**config.mk**
```make
export PLATFORM = sky130hd
export DESIGN_NAME = fractional_tick_bcd_clock
export DESIGN_NICKNAME = d
export VERILOG_FILES = /design/src/sv/ftbc_pkg.sv /design/src/sv/ftbc_time_adv.sv /design/src/sv/fractional_tick_bcd_clock.sv
export SDC_FILE = /design/constraint.sdc
export NUM_CORES = 1
export LEC_CHECK = 0
export ABC_AREA = 0
export BUFFER_PORTS_ARGS = -buffer_cell sky130_fd_sc_hd__buf_4
export CORE_MARGIN = 1
export CORE_UTILIZATION = 55
export DETAILED_ROUTE_END_ITERATION = 12
export PLACE_DENSITY = 0.74
export SYNTH_ARGS = -nofsm -noshare
export SYNTH_HDL_FRONTEND = slang
export SYNTH_SLANG_ARGS = --single-unit
```
**constraint.sdc**
```tcl
create_clock -name i_clk -period 8.02 [get_ports i_clk]
set_clock_uncertainty 0.1 [all_clocks]
set_input_delay 1.604 -clock i_clk [delete_from_list [all_inputs] [get_ports i_clk]]
set_output_delay 1.604 -clock i_clk [all_outputs]
set_load 0.05 [all_outputs]
```
**src/sv/ftbc_pkg.sv**
```systemverilog
// shared types and constants for the fractional tick bcd clock
package ftbc_pkg;

    // configuration register indexes
    localparam logic CFG_TICK_INCREMENT = 1'b0;
    localparam logic CFG_SECOND_PERIOD  = 1'b1;

    localparam int INC_W    = 12;
    localparam int PERIOD_W = 16;
    localparam int ACC_W    = 17;
    localparam int CFG_W    = 16;

    localparam logic [INC_W-1:0]    INC_RESET    = 12'd256;
    localparam logic [PERIOD_W-1:0] PERIOD_RESET = 16'd1953;
    localparam logic [ACC_W-1:0]    ACC_MAX      = 17'h1FFFF;

    localparam logic [3:0] UNITS_LAST = 4'd9;
    localparam logic [2:0] TENS_LAST  = 3'd5;
    localparam logic [1:0] HR_TENS_LAST  = 2'd2;
    localparam logic [3:0] HR_UNITS_LAST = 4'd3;
    localparam logic [3:0] HR_UNITS_RESET = 4'd8;

    typedef struct packed {
        logic [1:0] hr_tens;
        logic [3:0] hr_units;
        logic [2:0] min_tens;
        logic [3:0] min_units;
        logic [2:0] sec_tens;
        logic [3:0] sec_units;
    } t_time;

    // 08:00:00
    localparam t_time TIME_RESET = '{hr_tens: 2'd0, hr_units: HR_UNITS_RESET,
                                     min_tens: 3'd0, min_units: 4'd0,
                                     sec_tens: 3'd0, sec_units: 4'd0};

    typedef struct packed {
        t_time tod;
        logic  led;
        logic  pulse;
    } t_result;

endpackage

```
**src/sv/ftbc_time_adv.sv**
```systemverilog
// bcd time of day advance by one second with day wrap
module ftbc_time_adv (
    input  ftbc_pkg::t_time i_time,
    output ftbc_pkg::t_time o_time
);

    always_comb begin
        o_time = i_time;
        if (i_time.sec_units < ftbc_pkg::UNITS_LAST) begin
            o_time.sec_units = i_time.sec_units + 4'd1;
        end else begin
            o_time.sec_units = '0;
            if (i_time.sec_tens < ftbc_pkg::TENS_LAST) begin
                o_time.sec_tens = i_time.sec_tens + 3'd1;
            end else begin
                o_time.sec_tens = '0;
                if (i_time.min_units < ftbc_pkg::UNITS_LAST) begin
                    o_time.min_units = i_time.min_units + 4'd1;
                end else begin
                    o_time.min_units = '0;
                    if (i_time.min_tens < ftbc_pkg::TENS_LAST) begin
                        o_time.min_tens = i_time.min_tens + 3'd1;
                    end else begin
                        o_time.min_tens = '0;
                        // end of day
                        if (i_time.hr_tens >= ftbc_pkg::HR_TENS_LAST &&
                            i_time.hr_units >= ftbc_pkg::HR_UNITS_LAST) begin
                            o_time.hr_tens  = '0;
                            o_time.hr_units = '0;
                        end else if (i_time.hr_units < ftbc_pkg::UNITS_LAST) begin
                            o_time.hr_units = i_time.hr_units + 4'd1;
                        end else begin
                            o_time.hr_units = '0;
                            o_time.hr_tens  = i_time.hr_tens + 2'd1;
                        end
                    end
                end
            end
        end
    end

endmodule

```
**src/sv/fractional_tick_bcd_clock.sv**
```systemverilog
// top level of the fractional tick bcd time of day clock
// One tick request is taken per clock while input ready is high; its result
// is registered in the result register, or in the skid entry when the output
// is held. The whole update (saturating accumulator add, compare with the
// period, subtract, bcd carry chain) sits between the state registers and a
// result register. A two-entry output (result register plus skid entry) lets
// one more request be taken after the output side stalls; input ready drops
// only once both are full. The time of day resets to 08:00:00, led flag set.
module fractional_tick_bcd_clock (
    input  logic       i_clk,
    input  logic       i_rst_n,
    // configuration write port
    input  logic       i_cfg_we,
    input  logic       i_cfg_index,
    input  logic [15:0] i_cfg_data,
    // tick requests
    input  logic       i_in_valid,
    output logic       o_in_ready,
    input  logic       i_overflow,
    // time results
    output logic       o_out_valid,
    input  logic       i_out_ready,
    output logic [1:0] o_hours_tens,
    output logic [3:0] o_hours_units,
    output logic [2:0] o_minutes_tens,
    output logic [3:0] o_minutes_units,
    output logic [2:0] o_seconds_tens,
    output logic [3:0] o_seconds_units,
    output logic       o_led_level,
    output logic       o_second_pulse
);

    // configuration
    logic [ftbc_pkg::INC_W-1:0]    r_tick_inc;
    logic [ftbc_pkg::PERIOD_W-1:0] r_period;

    // clock state
    logic [ftbc_pkg::ACC_W-1:0] r_acc, n_acc;
    ftbc_pkg::t_time            r_time, n_time;
    logic                       r_blink, n_blink;

    // output register and skid entry
    ftbc_pkg::t_result r_out, r_skid, n_res;
    logic              r_out_valid, r_skid_valid;

    logic [ftbc_pkg::ACC_W:0]   sum;
    logic [ftbc_pkg::ACC_W-1:0] acc_add;
    logic                       second;
    ftbc_pkg::t_time            adv_time;
    logic                       in_acc, out_pop;

    assign o_in_ready = !r_skid_valid;
    assign in_acc     = i_in_valid && o_in_ready;
    assign out_pop    = r_out_valid && i_out_ready;

    ftbc_time_adv u_adv (
        .i_time (r_time),
        .o_time (adv_time)
    );

    // accumulator step: add on overflow with saturation, then take one period
    always_comb begin
        sum     = {1'b0, r_acc} + {{(ftbc_pkg::ACC_W + 1 - ftbc_pkg::INC_W){1'b0}}, r_tick_inc};
        acc_add = r_acc;
        if (i_overflow) begin
            acc_add = sum[ftbc_pkg::ACC_W] ? ftbc_pkg::ACC_MAX : sum[ftbc_pkg::ACC_W-1:0];
        end
        second = acc_add >= {{(ftbc_pkg::ACC_W - ftbc_pkg::PERIOD_W){1'b0}}, r_period};
        n_acc  = acc_add;
        if (second) begin
            n_acc = acc_add - {{(ftbc_pkg::ACC_W - ftbc_pkg::PERIOD_W){1'b0}}, r_period};
        end
        n_time  = second ? adv_time : r_time;
        n_blink = r_blink ^ second;
        n_res.tod   = n_time;
        n_res.led   = n_blink;
        n_res.pulse = second;
    end

    // config registers
    always_ff @(posedge i_clk) begin
        if (!i_rst_n) begin
            r_tick_inc <= ftbc_pkg::INC_RESET;
            r_period   <= ftbc_pkg::PERIOD_RESET;
        end else if (i_cfg_we) begin
            case (i_cfg_index)
                ftbc_pkg::CFG_TICK_INCREMENT: r_tick_inc <= i_cfg_data[ftbc_pkg::INC_W-1:0];
                ftbc_pkg::CFG_SECOND_PERIOD:  r_period   <= i_cfg_data[ftbc_pkg::PERIOD_W-1:0];
                default: ;
            endcase
        end
    end

    // clock state, updated once per accepted request
    always_ff @(posedge i_clk) begin
        if (!i_rst_n) begin
            r_acc   <= '0;
            r_time  <= ftbc_pkg::TIME_RESET;
            r_blink <= 1'b1;
        end else if (in_acc) begin
            r_acc   <= n_acc;
            r_time  <= n_time;
            r_blink <= n_blink;
        end
    end

    // output control
    always_ff @(posedge i_clk) begin
        if (!i_rst_n) begin
            r_out_valid  <= 1'b0;
            r_skid_valid <= 1'b0;
        end else if (r_skid_valid) begin
            if (out_pop) begin
                r_skid_valid <= 1'b0;
            end
        end else if (in_acc) begin
            // new result lands in skid only when the output is held
            if (r_out_valid && !i_out_ready) begin
                r_skid_valid <= 1'b1;
            end
            r_out_valid <= 1'b1;
        end else if (out_pop) begin
            r_out_valid <= 1'b0;
        end
    end

    // output payload
    always_ff @(posedge i_clk) begin
        if (r_skid_valid) begin
            if (out_pop) begin
                r_out <= r_skid;
            end
        end else if (in_acc) begin
            if (r_out_valid && !i_out_ready) begin
                r_skid <= n_res;
            end else begin
                r_out <= n_res;
            end
        end
    end

    assign o_out_valid     = r_out_valid;
    assign o_hours_tens    = r_out.tod.hr_tens;
    assign o_hours_units   = r_out.tod.hr_units;
    assign o_minutes_tens  = r_out.tod.min_tens;
    assign o_minutes_units = r_out.tod.min_units;
    assign o_seconds_tens  = r_out.tod.sec_tens;
    assign o_seconds_units = r_out.tod.sec_units;
    assign o_led_level     = r_out.led;
    assign o_second_pulse  = r_out.pulse;

`ifndef NO_ASSERTIONS
    // skid entry only fills behind a held output
    a_skid_behind_out: assert property (@(posedge i_clk) disable iff (!i_rst_n)
        r_skid_valid |-> r_out_valid)
        else $error("skid entry valid without output valid");

    // clock state moves only on an accepted request
    a_state_hold: assert property (@(posedge i_clk) disable iff (!i_rst_n)
        !in_acc |=> $stable(r_acc) && $stable(r_time) && $stable(r_blink))
        else $error("clock state changed without a request");

    // the led flag toggles exactly when a second elapses
    a_blink_pulse: assert property (@(posedge i_clk) disable iff (!i_rst_n)
        in_acc |=> (r_blink != $past(r_blink)) == $past(second))
        else $error("led flag out of step with second pulse");

    // accumulated remainder stays below the period unless saturation grows it
    a_acc_below: assert property (@(posedge i_clk) disable iff (!i_rst_n)
        (in_acc && second && r_tick_inc <= r_period && r_acc < {1'b0, r_period})
        |=> r_acc < {1'b0, $past(r_period)})
        else $error("accumulator remainder not below period");
`endif

endmodule

```
; Word-level counts from Yosys, hierarchy flattened
; Cells that the tools add are included.
[op_classes]
add_sub_neg = 8
magnitude_cmp = 8
n_eq_ne = 2
n_mux = 25
bitwise_logic = 3
reduce_logical = 13
[ops]
columns = operator, count
row1 = 2-to-1 mux 22 bit, 4
row2 = 2-to-1 mux 17 bit, 3
row3 = 2-to-1 mux 20 bit, 1
row4 = adder 17 x 12 -> 18 bit, 1
row5 = >= comparator 17 x 16 -> 1 bit, 1
row6 = subtractor 17 x 16 -> 17 bit, 1
row7 = 2-to-1 mux 16 bit, 1
row8 = 2-to-1 mux 13 bit, 1
row9 = "adder 4 x 1 -> 4 bit, second input constant", 3
row10 = "less-than comparator 4 bit, second input constant", 3
row11 = 2-to-1 mux 4 bit, 3
row12 = 2-to-1 mux 6 bit, 2
row13 = 2-to-1 mux 9 bit, 1
row14 = "adder 3 x 1 -> 3 bit, second input constant", 2
row15 = "less-than comparator 3 bit, second input constant", 2
row16 = 2-to-1 mux 1 bit, 6
row17 = 2-to-1 mux 3 bit, 2
row18 = AND reduction 2 bit, 3
row19 = AND reduction 3 bit, 2
row20 = ">= comparator 4 x 2 -> 1 bit, second input constant", 1
row21 = logical AND 1 bit, 4
row22 = nonzero test 2 bit, 2
row23 = "adder 2 x 1 -> 2 bit, second input constant", 1
row24 = ">= comparator 2 bit, second input constant", 1
row25 = 6 further kinds, 8
[totals]
regBits = 112
inputBits = 23
output_inout_bits = 24
word_cells = 87

; Depth between registers and ports, before layout
[depth]
word_depth = 11
ltp_mapped = 19

; Cells and area by module
; Synthesis repeated with hierarchy kept, for this count alone.
[unflattened]
cells_unflattened = 711
hier_area_um2 = 6790.3
[by_module_without_submodules]
columns = module, instances, cells_per_inst, area_per_inst_um2, seq_area_each_um2
row1 = fractional_tick_bcd_clock, 1, 625, 6233.5, 2682.6
row2 = ftbc_time_adv, 1, 86, 556.8, 0.0

; Worst setup path before layout
; OpenSTA, ideal clock, no wires.
[synth_timing]
path_kind = input port to flip-flop
from = input port i_overflow
to = register r_out, in the netlist o_seconds_units[0], data pin
arrival_time_ns = 4.674
required_time_ns = 7.660
setup_slack_ns = 2.986
path_stages = 15
path_buffers = 2
path_cell_list = clkbuf_1 inv_1 nor2_1 a21oi_1 clkbuf_1 o22a_1 ha_1 a21o_1 a2111oi_4 a21oi_2 a211oi_2 a21boi_2 inv_2 mux2_4 mux2_2
[synth_rtl]
columns = item, line
row1 = start: declaration, fractional_tick_bcd_clock.sv:19  ; input logic i_overflow,
row2 = end signal: assignment, fractional_tick_bcd_clock.sv:131  ; r_out <= r_skid;
row3 = end signal: assignment, fractional_tick_bcd_clock.sv:137  ; r_out <= n_res;
row4 = end: declaration, fractional_tick_bcd_clock.sv:43  ; ftbc_pkg::t_result r_out, r_skid, n_res;

==> results by group <==
STA
  – Final slew viol count: 0
  – Final worst hold slack: roughly 360 ps
  – RSZ-0062 raised after global routing: false
  – Final count of hold timing violations: 0
  – Relative slew margins: 0.253
  – Tmin final: between 5000 and 6000 ps
  – F_max: 178 MHz
  – Setup Total Neg Slack: 0 ps
  – Final setup viols: 0
  – Slew at the pin closest to its max-slew limit: around 1100 ps
  – Final Cycle Share: 0.701

Setup path
  – Worst path max stage delay: 660 ps
  – R2r endpoint: o_seconds_units[1]
  – Worst setup endpoint: o_seconds_units[1]
  – Worst Path Buf+Inv: 3
  – Critical Path Source: i_overflow
  – Worst reg2reg path depth: 16
  – CP Class: input pin to register
  – Worst EP arrival: 5640 ps
  – WP depth: 14
  – Worst path cell trace: buf_4 -> inv_1 -> nor2_1 -> a21oi_1 -> o22a_1 -> ha_1 -> a21o_1 -> a2111oi_4 -> a21oi_2 -> a211oi_2 -> a21boi_4 -> inv_2 -> mux2_4 -> mux2_2
  – Critical Path Start Type: input pin
  – Delay-heaviest family, CP: compound AO/OA/AOI/OAI gates
  – Internal reg-to-reg setup slack: roughly 2500 ps
  – Worst setup EP type: register
  – Slowest-stage cell, CP: a21oi_1
  – Worst flop-to-flop path startpoint: r_acc[4]
  – CP Max Fanout: between 40 and 50
  – Critical path required time: between 8000 and 9000 ps

Cells and area
  – Multi-input logic area: roughly 3700 um2
  – Area Overhead vs Synth: 9.76%
  – Nets: between 800 and 900
  – Sequential cell area: between 2000 and 3000 um2
  – Diode count: 0
  – Share of cells above drive strength 1: 0.113
  – # fillers: approximately 1,100
  – Fin util: 0.619
  – Post-Layout Cell Count: about 950

Status
  – Status: finished clean

Logic synthesis
  – Syn_nets: between 800 and 900
  – Number of flops mapped to enable cells by yosys: 44
  – Distinct cells, synth: 79
  – Syn Inst Count: a little under 800
  – Main synth FF type: dfxtp_1
  – Mean post-synth cell area: 8.71 um2
  – Synth Warn #: 0
  – Synthesized flop and latch total: ~110
  – Async SR Flop Fraction: 0
  – Synth area leaders: dfxtp_1 20%, edfxtp_1 20%, ha_1 6.9%, nand2_1 6.7%, a21oi_1 4.2%
  – Post-synthesis sequential area ratio: 0.398
  – Post-Syn Area: around 6700 um2
  – Synth cell count leaders: 120 x nand2_1, 68 x dfxtp_1, 56 x a21oi_1
  – Yosys top cell area share: 0.202
  – Most common cell in the netlist: nand2_1
  – Leading area contributor after synthesis: dfxtp_1

Floorplan
  – Top-Level Pins: 47
  – Rows: 40
  – Die X: around 110 um
  – Initial Util: 0.564
  – Core Area: between 10,000 and 15,000 um2
  – Die height: about 110 um
  – Die area: between 10,000 and 15,000 um2

Global routing
  – First-pass GRT wire length: between 20,000 and 30,000 um
  – Largest net degree at the start of global routing: 56
  – Initial antenna violation count: 0
  – Gr usage total: 0.265
  – Vias in the first global route: about 5,600
  – GRT Residual Overflow: 0

Pwr
  – Peak supply drop: about 0.27 mV
  – Static leakage: roughly 3.0 nW
  – PD cells: ~270 nW/um2

Drt
  – Met3 wire length: 678 um
  – Via count: approximately 6,000
  – DR iter-0 viols: around 400
  – Top sig layer: met4
  – Length of routed wiring on met1: between 7000 and 8000 um
  – Drt drc: 0
  – Via/cell ratio: about 6.2
  – Met2 wire length: approximately 7600 um
  – WL/cell: 17.1 um
  – Routed WL: about 16,000 um
  – Number of detailed-route iterations in the first pass: 5
  – Post-route ant nets: 0

Clock network
  – Clock Tree Buf Depth: 2
  – Post-CTS setup buffer count: 0
  – Hold-fix buffers, CTS: 0
  – CTS sink count: 112
  – PostCTS Resize Cnt: 0
  – # H-tree levels: 3
  – Clk root buf: clkbuf_16
  – Total CTS buffers: 9
  – Clk slew on worst S/H paths: ~70 ps
  – Clk Latency, worst-skew pair: between 300 and 400 ps
  – CTS tree: built

Placed design
  – Buffers on Ports: 46
  – Dpl cells: around 930
  – GP Congestion: about 0.87
  – Dpl hpwl: roughly 11,000 um

Run
  – Max Cap Viol: 0

Hold path
  – Worst Hold Class: register to register
-- through the flow --
stage / total power, mW / instance area (um2) / setup WS [ps]
after floorplan: 1.45 / 6750 / 2990
after global placement: 1.55 / 7110 / 2220
after detailed placement: 1.57 / 7110 / 2120
after CTS: 2.03 / 7400 / 2470
after global routing: 2.15 / 7400 / 2150
final: 2.04 / 7400 / 2400
-- worst min-delay path by stage --
stage | startpoint | end | slack [ps] | cells past startpoint
4_1_cts | r_period[1] | r_period[1] | 360 | 2
3_3_place_gp | r_period[14] | r_period[14] | 350 | 2
2_1_floorplan | r_period[11] | r_period[11] | 340 | 2
5_1_grt | r_tick_inc[4] | r_tick_inc[4] | 380 | 2
6_report | r_period[4] | r_period[4] | 360 | 2
3_5_place_dp | r_period[1] | r_period[1] | 350 | 2
-- power breakdown --
| part | total, mW | internal [mW] | switching, mW | leakage, nW |
|---|---|---|---|---|
| sequential | 0.713 | 0.664 | 0.0489 | 0.955 |
| clock | 0.455 | 0.245 | 0.210 | 0.142 |
| combinational | 0.868 | 0.317 | 0.551 | 1.86 |
-- final cells by class --
class	instances	area share
multi-input combinational	584	0.503
clock inverter	4	0.00710
sequential	112	0.362
clock buffer	12	0.0319
tap	147	0.0248
timing repair buffer	51	0.0517
inverter	37	0.0188
-- cells by family (layout without fill, tap and decap cells) --
group | count (synthesis) | in the layout | synth area share
flops | 112 | 112 | 0.398
buf+inv | 78 | 104 | 0.0519
simple gates | 273 | 273 | 0.187
xor+xnor | 21 | 21 | 0.0273
mux | 13 | 13 | 0.0224
compound gates | 238 | 238 | 0.239
fa+ha+maj | 39 | 39 | 0.0746
-- flip-flops by register name, indices dropped and copies added (netlist names), 3 cells and up --
name,cells
r_skid,22
r_time,20
r_tick_inc,12
o_seconds_tens,3
o_hours_units,4
o_minutes_units,4
o_seconds_units,4
o_minutes_tens,3
r_acc,17
r_period,16
-- worst reg2reg max path: cells and delay by family, from the launching register on --
kind | cells | cell delay [ps]
adder cells (fa/ha/maj) | 2 | 670
buffers and inverters | 1 | 330
AO/OA/AOI/OAI | 7 | 2060
multiplexers | 2 | 720
flip-flops | 1 | 410
AND/OR/NAND/NOR | 4 | 970
-- cell usage in the layout (no fill, tap or decap), drive strengths merged, types with 3 or more instances in the layout --
master	instances
a211o	4
a211oi	6
a21o	10
a21oi	57
a221oi	3
a2bb2oi	4
a31oi	30
a41oi	4
and2	10
and3	12
buf	51
clkbuf	12
dfxtp	68
edfxtp	44
ha	37
inv	39
mux2	8
mux2i	5
nand2	121
nand2b	8
nand3	28
nand4	6
nor2	46
nor2b	6
nor3	14
o211ai	13
o21ai	49
o21bai	3
o22a	9
o31a	3
o31ai	12
or3	9
or4	5
xnor2	13
xor2	8
-- layer usage --
layer / up-vias / GRT usage
li1: 2878 / -
met1: 2808 / 0.339
met2: 179 / 0.440
met3: 36 / 0.0375
met4: 0 / 0.132
met5: - / 0
(Power assumes the default switching activity.)
